### src/design/gblur_pkg.sv
// Shared types and constants for the 3x3 smoothing filter block.
`default_nettype none

package gblur_pkg;

    localparam int PIX_W   = 8;
    localparam int COORD_W = 10;
    localparam int COEF_W  = 16;
    localparam int KROW_W  = 3 * COEF_W;
    localparam int CFG_IDX_W = 2;
    localparam int PROD_W  = PIX_W + COEF_W;
    localparam int ACC_W   = 28;
    localparam int FRAC_W  = 16;

    typedef logic [3:0] tap_t;

    localparam tap_t TAP_FIRST  = 4'd0;
    localparam tap_t TAP_CENTER = 4'd4;
    localparam tap_t TAP_LAST   = 4'd8;
    localparam tap_t TAP_DRAIN  = 4'd9;

    localparam logic [CFG_IDX_W-1:0] REG_KROW_TOP    = 2'd0;
    localparam logic [CFG_IDX_W-1:0] REG_KROW_MIDDLE = 2'd1;
    localparam logic [CFG_IDX_W-1:0] REG_KROW_BOTTOM = 2'd2;

    localparam logic [KROW_W-1:0] KROW_TOP_RST    = 48'h1000_2000_1000;
    localparam logic [KROW_W-1:0] KROW_MIDDLE_RST = 48'h2000_4000_2000;
    localparam logic [KROW_W-1:0] KROW_BOTTOM_RST = 48'h1000_2000_1000;

    localparam logic [ACC_W:0] ROUND_HALF = 29'h0000_8000;

    typedef enum logic [1:0] {
        OUT_ZERO,
        OUT_PASS,
        OUT_FILT
    } out_sel_t;

    typedef struct packed {
        logic     latch;
        logic     addr_en;
        tap_t     addr_tap;
        logic     rd_en;
        logic     wr_en;
        logic     acc_clr;
        logic     mac_en;
        tap_t     mac_tap;
        logic     out_en;
        out_sel_t out_sel;
    } cmd_t;

    typedef struct packed {
        logic in_range;
        logic border;
        logic is_load;
    } status_t;

endpackage

`default_nettype wire

### src/design/gblur_ctrl.sv
// Controller: sequences load, pass-through and nine-tap filter transfers.
`default_nettype none

module gblur_ctrl (
    input  wire logic                 clk,
    input  wire logic                 rst_n,
    input  wire logic                 start,
    input  wire gblur_pkg::status_t   status,
    output gblur_pkg::cmd_t           cmd,
    output logic                      busy,
    output logic                      done
);

    typedef enum logic [2:0] {
        S_IDLE,
        S_CHECK,
        S_WRITE,
        S_READ,
        S_PASS,
        S_TAPS,
        S_FIN
    } state_t;

    state_t           state_reg;
    state_t           state_next;
    gblur_pkg::tap_t  step_reg;
    gblur_pkg::tap_t  step_next;
    logic             done_reg;
    logic             done_next;

    always_comb
    begin
        cmd        = '0;
        state_next = state_reg;
        step_next  = step_reg;
        done_next  = 1'b0;

        case (state_reg)
            S_IDLE:
            begin
                cmd.latch = start;
                if (start)
                begin
                    state_next = S_CHECK;
                end
            end
            S_CHECK:
            begin
                if (!status.in_range)
                begin
                    cmd.out_en  = 1'b1;
                    cmd.out_sel = gblur_pkg::OUT_ZERO;
                    done_next   = 1'b1;
                    state_next  = S_IDLE;
                end
                else if (status.is_load)
                begin
                    cmd.addr_en  = 1'b1;
                    cmd.addr_tap = gblur_pkg::TAP_CENTER;
                    state_next   = S_WRITE;
                end
                else if (status.border)
                begin
                    cmd.addr_en  = 1'b1;
                    cmd.addr_tap = gblur_pkg::TAP_CENTER;
                    state_next   = S_READ;
                end
                else
                begin
                    cmd.acc_clr  = 1'b1;
                    cmd.addr_en  = 1'b1;
                    cmd.addr_tap = gblur_pkg::TAP_FIRST;
                    step_next    = gblur_pkg::TAP_FIRST;
                    state_next   = S_TAPS;
                end
            end
            S_WRITE:
            begin
                cmd.wr_en   = 1'b1;
                cmd.out_en  = 1'b1;
                cmd.out_sel = gblur_pkg::OUT_ZERO;
                done_next   = 1'b1;
                state_next  = S_IDLE;
            end
            S_READ:
            begin
                cmd.rd_en  = 1'b1;
                state_next = S_PASS;
            end
            S_PASS:
            begin
                cmd.out_en  = 1'b1;
                cmd.out_sel = gblur_pkg::OUT_PASS;
                done_next   = 1'b1;
                state_next  = S_IDLE;
            end
            S_TAPS:
            begin
                // Read tap step, address tap step+1, accumulate tap step-1.
                cmd.rd_en    = (step_reg <= gblur_pkg::TAP_LAST);
                cmd.addr_en  = (step_reg < gblur_pkg::TAP_LAST);
                cmd.addr_tap = gblur_pkg::tap_t'(step_reg + 1'b1);
                cmd.mac_en   = (step_reg != gblur_pkg::TAP_FIRST);
                cmd.mac_tap  = gblur_pkg::tap_t'(step_reg - 1'b1);
                if (step_reg == gblur_pkg::TAP_DRAIN)
                begin
                    state_next = S_FIN;
                end
                else
                begin
                    step_next = gblur_pkg::tap_t'(step_reg + 1'b1);
                end
            end
            S_FIN:
            begin
                cmd.out_en  = 1'b1;
                cmd.out_sel = gblur_pkg::OUT_FILT;
                done_next   = 1'b1;
                state_next  = S_IDLE;
            end
            default:
            begin
                state_next = S_IDLE;
            end
        endcase
    end

    always_ff @(posedge clk or negedge rst_n)
    begin
        if (!rst_n)
        begin
            state_reg <= S_IDLE;
            step_reg  <= gblur_pkg::TAP_FIRST;
            done_reg  <= 1'b0;
        end
        else
        begin
            state_reg <= state_next;
            step_reg  <= step_next;
            done_reg  <= done_next;
        end
    end

    assign busy = (state_reg != S_IDLE);
    assign done = done_reg;

endmodule

`default_nettype wire

### config.mk
export PLATFORM = sky130hd
export DESIGN_NAME = gblur_ctrl
export DESIGN_NICKNAME = d
export VERILOG_FILES = /design/src/design/gblur_pkg.sv /design/src/design/gblur_ctrl.sv
export SDC_FILE = /design/constraint.sdc
export NUM_CORES = 1
export LEC_CHECK = 0
export BUFFER_PORTS_ARGS = -buffer_cell sky130_fd_sc_hd__clkbuf_2
export CAP_MARGIN = 15
export CORE_MARGIN = 2
export CORE_UTILIZATION = 47
export DETAILED_ROUTE_END_ITERATION = 7
export PLACE_DENSITY = 0.77
export REMOVE_ABC_BUFFERS = 1
export SLEW_MARGIN = 20
export SYNTH_ARGS = -nofsm -noshare
export SYNTH_HDL_FRONTEND = slang
export SYNTH_SLANG_ARGS = --single-unit
### constraint.sdc
create_clock -name clk -period 2.2 [get_ports clk]
set_input_delay 0.44 -clock clk [delete_from_list [all_inputs] [get_ports clk]]
set_output_delay 0.44 -clock clk [all_outputs]
set_load 0.01 [all_outputs]
=== Word level (Yosys, flattened, before mapping) ===
Cells that the tools add are included.

* Add/sub/neg operators: 2
* Reduce and logical (&&, ||, !) cells: 7
* Multiplexer cells: 27
* Equality and inequality tests: 13
* $lt $le $gt $ge: 2

{| class="wikitable"
|+ Operators by type and width
! operator !! count
|-
| 3-bit two-way mux || 8
|-
| 3-bit one-hot mux with 4 select lines || 2
|-
| 4-bit two-way mux || 4
|-
| 2-bit inequality test (second input constant) || 6
|-
| 5-bit two-way mux || 2
|-
| 5-bit one-hot mux with 2 select lines || 1
|-
| 3-bit == test (second input constant) || 3
|-
| 4-bit one-hot mux with 2 select lines || 1
|-
| 1-bit two-way mux || 7
|-
| 3-bit by 2-bit == test with 1-bit output (second input constant) || 2
|-
| 5-bit AND reduction || 1
|-
| 4-bit by 1-bit adder with 4-bit output (second input constant) || 1
|-
| 4-bit == test (second input constant) || 1
|-
| 4-bit less-or-equal comparator (second input constant) || 1
|-
| 4-bit less-than comparator (second input constant) || 1
|-
| 1-bit one-hot mux with 2 select lines || 2
|-
| 4-bit nonzero test || 1
|-
| 4-bit by 1-bit subtractor with 4-bit output (second input constant) || 1
|-
| 3-bit by 1-bit == test with 1-bit output (second input constant) || 1
|-
| 3-bit logical NOT || 1
|-
| 3-bit nonzero test || 1
|-
| 3-bit OR reduction || 1
|-
| 2-bit AND reduction || 1
|-
| 2-bit nonzero test || 1
|}

* Register bits: 8
* Bits of input ports: 6
* Word-level logic and storage cells: 54

=== Longest topological paths before layout ===
Gate-level depths: netlist of the first run.

* Word-level depth: 4
* Depth in mapped cells: 5

=== Worst setup path after synthesis of the first run ===
OpenSTA, ideal clock, no wires.

* Path type: register to output
* From: register state_reg[1]
* To: output port cmd[15] (netlist name)
* Setup slack: 0.608 ns
* Path buffers: 2
* Stages on the path, launching flop included: 5
* Data arrival time: 1.152 ns
* Path through: dfrtp_1 buf_6 nand3b_4 clkbuf_1 o21ai_0

{| class="wikitable"
|+ RTL lines
! what !! RTL line !! RTL
|-
| start, declared || gblur_ctrl.sv:24 || <nowiki>state_t state_reg;</nowiki>
|-
| start signal, assigned || gblur_ctrl.sv:138 || <nowiki>state_reg <= state_next;</nowiki>
|-
| end, declared || gblur_ctrl.sv:9 || <nowiki>output gblur_pkg::cmd_t cmd,</nowiki>
|}

==> flow_results.xml, run 1 <==
<?xml version="1.0" encoding="UTF-8"?>
<metrics>
  <group name="outcome">
    <metric name="status" unit="">completed</metric>
  </group>
  <group name="detailed_routing">
    <metric name="drt_first_iter_violations" unit="">3</metric>
    <metric name="routed_wirelength" unit="um">1301</metric>
    <metric name="routedWlPerCell" unit="um">11.22</metric>
    <metric name="ant_nets" unit="">0</metric>
    <metric name="route.vias.total" unit="">601</metric>
    <metric name="drt-vias-per-instance" unit="">5.181</metric>
    <metric name="drc" unit="">0</metric>
    <metric name="detail_route.first_pass.iterations" unit="">3</metric>
  </group>
  <group name="logic_synthesis">
    <metric name="synth_largest_type_area_fraction" unit="">0.3065</metric>
    <metric name="syn_area_per_cell" unit="um2">8.267</metric>
    <metric name="synth_top_area_cell" unit="">sky130_fd_sc_hd__dfrtp_1</metric>
    <metric name="synth-simple-area-share" unit="">0.2759</metric>
    <metric name="synth-adder-area-share" unit="">0.05747</metric>
    <metric name="synth.area.top_cells" unit="">sky130_fd_sc_hd__dfrtp_1, sky130_fd_sc_hd__nor2_1, sky130_fd_sc_hd__ha_1</metric>
    <metric name="syn_inst" unit="">79</metric>
    <metric name="post_synth_instance_area" unit="um2">653.1</metric>
    <metric name="synth_edf_count" unit="">0</metric>
    <metric name="ys_seq_elements" unit="">8</metric>
    <metric name="ys_dominant_reg_cell" unit="">sky130_fd_sc_hd__dfrtp_1</metric>
    <metric name="synth-seq-area-share" unit="">0.3065</metric>
    <metric name="synth_top_family_by_area" unit="">simple AND/OR/NAND/NOR gates</metric>
    <metric name="yosys.area_share.xor_xnor" unit="">0.04023</metric>
    <metric name="synth.area.mux_share" unit="">0.01724</metric>
    <metric name="ys_async_sr_fraction" unit="">1.000</metric>
    <metric name="yosysWarningCount" unit="">0</metric>
    <metric name="synth_compound_area_frac" unit="">0.2107</metric>
    <metric name="synth.lib_cells_used.distinct" unit="">28</metric>
  </group>
  <group name="global_routing">
    <metric name="grt_overflow" unit="">0</metric>
    <metric name="grt_start_max_net_pins" unit="">15</metric>
    <metric name="grt_pass1_vias" unit="">506</metric>
    <metric name="grt_antenna_before_repair" unit="">0</metric>
    <metric name="groute.usage.overall" unit="">0.1855</metric>
    <metric name="wire_length_of_the_first_global_routing_pass" unit="um">2035</metric>
  </group>
  <group name="timing">
    <metric name="max_slew.worst_pin.slew" unit="ps">426.0</metric>
    <metric name="setup_violations" unit="">0</metric>
    <metric name="rsz0062_at_grt" unit="">no</metric>
    <metric name="timing_max_transition_violations_final" unit="">0</metric>
    <metric name="clock.fmax" unit="MHz">511.7</metric>
    <metric name="post-route-period-util" unit="">0.8884</metric>
    <metric name="final_layout_worst_hold_slack" unit="ps">24.83</metric>
    <metric name="worst_slew_margin_rel" unit="">0.7160</metric>
    <metric name="setup_slack" unit="ps">245.6</metric>
    <metric name="finalClockSkew" unit="ps">2.597</metric>
    <metric name="hold_violations" unit="">0</metric>
    <metric name="fin_setup_tns" unit="ps">0</metric>
    <metric name="layout_min_cycle_time" unit="ps">1954</metric>
  </group>
  <group name="place">
    <metric name="place_congestion" unit="">0.7788</metric>
    <metric name="dpl.hpwl" unit="um">1035</metric>
    <metric name="place_worst_setup_slack" unit="ps">444.6</metric>
    <metric name="port-buffer-count" unit="">24</metric>
  </group>
  <group name="clock_tree">
    <metric name="maximum_level_of_the_cts_h_tree" unit="">1</metric>
    <metric name="cts_tree" unit="">yes</metric>
    <metric name="clk-insertion-delay-late" unit="ps">240</metric>
    <metric name="clkSinkCount" unit="">8</metric>
    <metric name="clockBufferDepth" unit="">2</metric>
    <metric name="clk_pin_slew_worst_paths" unit="ps">50</metric>
    <metric name="postCtsHoldBufs" unit="">0</metric>
    <metric name="clock-root-buffer" unit="">sky130_fd_sc_hd__clkbuf_4</metric>
    <metric name="tritoncts_buffers" unit="">3</metric>
    <metric name="postCtsSetupRepairBufs" unit="">0</metric>
    <metric name="post_cts_resized" unit="">0</metric>
  </group>
  <group name="worst_hold_path">
    <metric name="worst_hold_path_type" unit="">in2async</metric>
  </group>
  <group name="job">
    <metric name="max_cap_viol_count" unit="">0</metric>
  </group>
  <group name="floorplanning">
    <metric name="core-area" unit="um2">1301</metric>
    <metric name="die_h" unit="um">41.28</metric>
    <metric name="pin_count" unit="">25</metric>
    <metric name="floorplan.initialDensity" unit="">0.5019</metric>
    <metric name="cell_rows" unit="">13</metric>
    <metric name="chip_width" unit="um">41.28</metric>
    <metric name="fp.dieArea" unit="um2">1704</metric>
  </group>
  <group name="critical_path">
    <metric name="end_kind" unit="">primary output</metric>
    <metric name="required" unit="ps">1760</metric>
    <metric name="critPathKind" unit="">reg2out</metric>
    <metric name="cp_cell_sequence" unit="">inv_1, ha_1, nand2_1, a21oi_1, o21a_1, clkbuf_2</metric>
    <metric name="worstPathMaxFanout" unit="">9</metric>
    <metric name="worst-path-buf-inv" unit="">2</metric>
    <metric name="critical-path-slowest-cell" unit="">sky130_fd_sc_hd__dfrtp_1</metric>
    <metric name="critPathMaxStageDelay" unit="ps">490</metric>
    <metric name="worstSetupStartpointType" unit="">flip-flop</metric>
    <metric name="critical_path_arrival" unit="ps">1510</metric>
    <metric name="cp_top_family" unit="">flip-flops</metric>
  </group>
  <group name="power">
    <metric name="comb_power_share" unit="">0.525</metric>
    <metric name="max-vdd-ir-drop" unit="mV">0.5456</metric>
    <metric name="power.leakage" unit="nW">0.4274</metric>
    <metric name="p_int" unit="mW">0.4812</metric>
    <metric name="cellPowerDensity" unit="nW/um2">1152</metric>
    <metric name="clkPwrFrac" unit="">0.115</metric>
    <metric name="power_switching_share" unit="">0.4677</metric>
    <metric name="seqPwrFrac" unit="">0.360</metric>
    <metric name="netSwitchingPower" unit="mW">0.4228</metric>
  </group>
  <group name="final_layout">
    <metric name="insertedDiodeCount" unit="">0</metric>
    <metric name="number_of_nets_in_the_layout" unit="">112</metric>
    <metric name="share_of_post_route_cells_with_drive_strength_above_1" unit="">0.2970</metric>
    <metric name="syn_to_final_growth" unit="%">20.11</metric>
    <metric name="max_reg_flops" unit="">4</metric>
  </group>
</metrics>
## cells by family (layout without fill, tap and decap cells)
group,Yosys count,count (layout)
AO/OA/AOI/OAI,18,18
XOR/XNOR,3,3
adder cells (fa/ha/maj),3,3
buffers and inverters,13,35
flip-flops,8,8
multiplexers,1,1
AND/OR/NAND/NOR,33,33
## routing by layer
metal  part of all wire  vias to the layer above  global-route usage
li1                   -                      312                   -
met1               0.46                      282              0.2331
met2               0.52                        7              0.2891
met3              0.018                        0             0.04348
met4                  0                        0              0.1048
met5                  0                        -                   0
## metrics by stage
step	utilization	std cells	instance area, um2	power [mW]
finish	0.6029	116	784.5	0.9040
floorplan	-	74	623.1	0.6455
detailed placement	0.5856	113	762.0	0.8041
global placement	0.5856	113	762.0	0.7909
global route	0.6029	116	784.5	0.9845
CTS	0.6029	116	784.5	0.9153
## synth_stat cells, types with 2 or more instances
cell	instances
sky130_fd_sc_hd__nand2_1	3
sky130_fd_sc_hd__o22ai_1	3
sky130_fd_sc_hd__dfrtp_1	8
sky130_fd_sc_hd__xnor2_1	3
sky130_fd_sc_hd__o21ai_0	4
sky130_fd_sc_hd__nand2b_1	3
sky130_fd_sc_hd__inv_1	8
sky130_fd_sc_hd__a21oi_1	6
sky130_fd_sc_hd__ha_1	3
sky130_fd_sc_hd__nor3_1	2
sky130_fd_sc_hd__clkbuf_1	3
sky130_fd_sc_hd__nand3_1	2
sky130_fd_sc_hd__nor2_1	15
sky130_fd_sc_hd__nor3b_1	2
## worst reg2reg max path, cell delays in order (launching register included)
cell and delay, ps:
sky130_fd_sc_hd__dfrtp_1 600, sky130_fd_sc_hd__nand3b_4 220, sky130_fd_sc_hd__a31oi_4 290, sky130_fd_sc_hd__a2bb2oi_4 210, sky130_fd_sc_hd__mux2_1 330
## final timing paths
check                                         start                       end  slack [ps]  cells past startpoint
setup / recovery            step_reg[0]$_DFFE_PN0P_                   cmd[10]         250                      6
min in group clk                          status[2]  state_reg[1]$_DFFE_PN0P_         520                      3
max in group asynchronous                     rst_n            done$_DFF_PN0_        2010                      1
setup reg to reg           state_reg[0]$_DFFE_PN0P_   step_reg[1]$_DFFE_PN0P_         440                      4
hold / removal                                rst_n   step_reg[1]$_DFFE_PN0P_          20                      1
hold reg to reg             step_reg[1]$_DFFE_PN0P_   step_reg[1]$_DFFE_PN0P_         590                      1
## cells in the final DEF, fill, tap and decap left out, drive strengths merged, types with 3 or more instances in the layout
| cell | count |
|---|---|
| a21oi | 6 |
| clkbuf | 27 |
| dfrtp | 8 |
| ha | 3 |
| inv | 8 |
| nand2 | 3 |
| nand2b | 3 |
| nor2 | 15 |
| o21ai | 4 |
| o22ai | 3 |
| xnor2 | 3 |
## layout make-up
class	count	area, um2
Fill cell	121	516.7
Multi-Input combinational cell	58	392.9
Sequential cell	8	200.2
Timing Repair Buffer	24	120.1
Inverter	8	30.03
Clock buffer	3	22.52
Tap cell	15	18.77
## power by group through the flow
stage / sequential, mW / combinational [mW] / clock [mW]
floorplan: 0.301 / 0.345 / 0
global placement: 0.322 / 0.469 / 0
detailed placement: 0.326 / 0.478 / 0
CTS: 0.323 / 0.480 / 0.112
global route: 0.340 / 0.527 / 0.118
finish: 0.325 / 0.475 / 0.104
Note: power is estimated with default switching activity, not from simulation.
==> inputs of run 2 (changes only) <==
--- a/config.mk
+++ b/config.mk
@@ -7,9 +7,9 @@
 export LEC_CHECK = 0
 export BUFFER_PORTS_ARGS = -buffer_cell sky130_fd_sc_hd__clkbuf_2
 export CAP_MARGIN = 15
-export CORE_MARGIN = 2
 export CORE_UTILIZATION = 47
 export DETAILED_ROUTE_END_ITERATION = 7
+export GPL_TIMING_DRIVEN = 1
 export PLACE_DENSITY = 0.77
 export REMOVE_ABC_BUFFERS = 1
 export SLEW_MARGIN = 20
==> run 2 against run 1 <==
Against the previous run:
- die area is 9.5% lower
- clock power hardly changed
- largest cell class unchanged
- flip-flop and latch count stayed put
- register-to-register slack better by 20 ps
- sequential share of layout area stayed put
- clock-buffer cell count stayed put
- critical path type unchanged
- highest routed layer unchanged
- setup slack better by 10 ps
==> flow_results.xml, run 2 (same netlist as run 1, synthesis figures left out) <==
<?xml version="1.0" encoding="UTF-8"?>
<metrics>
  <group name="power">
    <metric name="cellPowerDensity" unit="nW/um2">1133</metric>
    <metric name="power_switching_share" unit="">0.4592</metric>
    <metric name="comb_power_share" unit="">0.521</metric>
    <metric name="clkPwrFrac" unit="">0.116</metric>
    <metric name="p_int" unit="mW">0.4809</metric>
    <metric name="netSwitchingPower" unit="mW">0.4083</metric>
    <metric name="power.total" unit="mW">0.8892</metric>
    <metric name="max-vdd-ir-drop" unit="mV">0.6016</metric>
    <metric name="power.leakage" unit="nW">0.4274</metric>
    <metric name="seqPwrFrac" unit="">0.363</metric>
  </group>
  <group name="critical_path">
    <metric name="critPathKind" unit="">reg2out</metric>
    <metric name="reg2reg_to" unit="">step_reg[1]$_DFFE_PN0P_</metric>
    <metric name="worstSetupStartpointType" unit="">flip-flop</metric>
    <metric name="critical-path-slowest-cell" unit="">sky130_fd_sc_hd__dfrtp_1</metric>
    <metric name="end_kind" unit="">primary output</metric>
    <metric name="worstReg2RegStart" unit="">state_reg[0]$_DFFE_PN0P_</metric>
    <metric name="rr_worst_depth" unit="">4</metric>
    <metric name="required" unit="ps">1760</metric>
    <metric name="critPathMaxStageDelay" unit="ps">490</metric>
    <metric name="cp_cell_sequence" unit="">inv_1, ha_1, nand2_1, a21oi_1, o21a_1, clkbuf_2</metric>
    <metric name="worstPathMaxFanout" unit="">9</metric>
    <metric name="setup_slack_on_the_worst_flop_to_flop_path" unit="ps">460</metric>
    <metric name="critical_path_arrival" unit="ps">1500</metric>
  </group>
  <group name="global_routing">
    <metric name="wire_length_of_the_first_global_routing_pass" unit="um">1828</metric>
    <metric name="grt_antenna_before_repair" unit="">0</metric>
    <metric name="grt_start_max_net_pins" unit="">15</metric>
    <metric name="grt_overflow" unit="">0</metric>
    <metric name="groute.usage.overall" unit="">0.1790</metric>
    <metric name="grt_pass1_vias" unit="">432</metric>
  </group>
  <group name="detailed_routing">
    <metric name="drc" unit="">0</metric>
    <metric name="routedWlPerCell" unit="um">10.35</metric>
    <metric name="routed_wirelength" unit="um">1201</metric>
    <metric name="detail_route.first_pass.iterations" unit="">2</metric>
    <metric name="ant_nets" unit="">0</metric>
    <metric name="route.vias.total" unit="">588</metric>
    <metric name="drt-vias-per-instance" unit="">5.069</metric>
    <metric name="drt_first_iter_violations" unit="">5</metric>
  </group>
  <group name="clock_tree">
    <metric name="tritoncts_buffers" unit="">3</metric>
    <metric name="maximum_level_of_the_cts_h_tree" unit="">1</metric>
    <metric name="postCtsHoldBufs" unit="">0</metric>
    <metric name="clk_pin_slew_worst_paths" unit="ps">50</metric>
    <metric name="clock-root-buffer" unit="">sky130_fd_sc_hd__clkbuf_4</metric>
    <metric name="clkSinkCount" unit="">8</metric>
    <metric name="cts_tree" unit="">yes</metric>
    <metric name="post_cts_resized" unit="">0</metric>
    <metric name="postCtsSetupRepairBufs" unit="">0</metric>
    <metric name="clockBufferDepth" unit="">2</metric>
    <metric name="clk-insertion-delay-late" unit="ps">240</metric>
  </group>
  <group name="timing">
    <metric name="max_slew.worst_pin.slew" unit="ps">408.3</metric>
    <metric name="layout_min_cycle_time" unit="ps">1944</metric>
    <metric name="timing_max_transition_violations_final" unit="">0</metric>
    <metric name="post-route-period-util" unit="">0.8838</metric>
    <metric name="fin_setup_tns" unit="ps">0</metric>
    <metric name="rsz0062_at_grt" unit="">no</metric>
    <metric name="final_layout_worst_hold_slack" unit="ps">23.28</metric>
    <metric name="setup_violations" unit="">0</metric>
    <metric name="worst_slew_margin_rel" unit="">0.7278</metric>
    <metric name="hold_violations" unit="">0</metric>
    <metric name="finalClockSkew" unit="ps">2.857</metric>
    <metric name="clock.fmax" unit="MHz">514.3</metric>
    <metric name="setup_slack" unit="ps">255.6</metric>
  </group>
  <group name="place">
    <metric name="port-buffer-count" unit="">24</metric>
    <metric name="place_worst_setup_slack" unit="ps">444.0</metric>
    <metric name="place_congestion" unit="">0.8371</metric>
    <metric name="dpl.hpwl" unit="um">979.7</metric>
  </group>
  <group name="final_layout">
    <metric name="n_fill_cell" unit="">126</metric>
    <metric name="most-common-layout-cells" unit="">sky130_fd_sc_hd__clkbuf_2, sky130_fd_sc_hd__nor2_1, sky130_fd_sc_hd__inv_1, sky130_fd_sc_hd__dfrtp_1, sky130_fd_sc_hd__a21oi_1</metric>
    <metric name="share_of_post_route_cells_with_drive_strength_above_1" unit="">0.2970</metric>
    <metric name="max_reg_flops" unit="">4</metric>
    <metric name="syn_to_final_growth" unit="%">20.11</metric>
    <metric name="most_frequent_standard_cell_in_the_layout_excluding_fill_and_tap_cells" unit="">sky130_fd_sc_hd__clkbuf_2</metric>
    <metric name="insertedDiodeCount" unit="">0</metric>
    <metric name="number_of_nets_in_the_layout" unit="">112</metric>
  </group>
  <group name="floorplanning">
    <metric name="chip_width" unit="um">39.28</metric>
    <metric name="floorplan.initialDensity" unit="">0.5019</metric>
    <metric name="fp.dieArea" unit="um2">1543</metric>
    <metric name="die_h" unit="um">39.28</metric>
    <metric name="cell_rows" unit="">13</metric>
    <metric name="pin_count" unit="">25</metric>
    <metric name="core-area" unit="um2">1301</metric>
  </group>
  <group name="outcome">
    <metric name="status" unit="">completed</metric>
  </group>
  <group name="job">
    <metric name="max_cap_viol_count" unit="">0</metric>
  </group>
  <group name="worst_hold_path">
    <metric name="worst_hold_path_type" unit="">in2async</metric>
  </group>
</metrics>
## run 2: cell counts in the layout (fill, tap and decap cells not counted)
No cell type changed its count.
## run 2: per-layer routing
metal	track usage	wire length, um	vias up
met5	0	0	-
met4	0.1034	0	0
met3	0.03409	19	0
met2	0.2500	569	6
met1	0.2545	613	273
li1	-	-	309
## run 2: through the flow
| stage | instances | utilization | instance area, um2 |
|---|---|---|---|
| after floorplan | 74 | - | 623.1 |
| after global placement | 113 | 0.5856 | 762.0 |
| after detailed placement | 113 | 0.5856 | 762.0 |
| after CTS | 116 | 0.6029 | 784.5 |
| after global routing | 116 | 0.6029 | 784.5 |
| final | 116 | 0.6029 | 784.5 |
## run 2: power by group through the flow
stage	Sequential (mW)	Combinational, mW	Clock [mW]
6_report	0.323	0.464	0.103
3_5_place_dp	0.324	0.471	0
3_3_place_gp	0.322	0.467	0
4_1_cts	0.321	0.473	0.110
2_1_floorplan	0.301	0.345	0
5_1_grt	0.338	0.522	0.112
## run 2: final cells by class
type | instances | area (um2) | share of cell area
Clock buffer | 3 | 22.52 | 0.02871
Inverter | 8 | 30.03 | 0.03828
Multi-Input combinational cell | 58 | 392.9 | 0.5008
Sequential cell | 8 | 200.2 | 0.2552
Tap cell | 15 | 18.77 | 0.02392
Timing Repair Buffer | 24 | 120.1 | 0.1531
## run 2: worst max-delay path by stage
stage	endpoint	from	slack [ps]
floorplan	cmd[16]	state_reg[0]$_DFFE_PN0P_	620
global placement	step_reg[1]$_DFFE_PN0P_	state_reg[0]$_DFFE_PN0P_	510
detailed placement	step_reg[1]$_DFFE_PN0P_	state_reg[0]$_DFFE_PN0P_	440
CTS	cmd[10]	step_reg[0]$_DFFE_PN0P_	240
global route	cmd[13]	state_reg[0]$_DFFE_PN0P_	140
finish	cmd[10]	step_reg[0]$_DFFE_PN0P_	260
## run 2: worst max-delay path: cells and delay by family, from the launching register on
family / cells / cell delay (ps)
AOI/OAI and AO/OA: 2 / 260
adders and majority gates: 1 / 230
buffers and inverters: 2 / 200
DFF: 1 / 490
and+or+nand+nor: 1 / 90
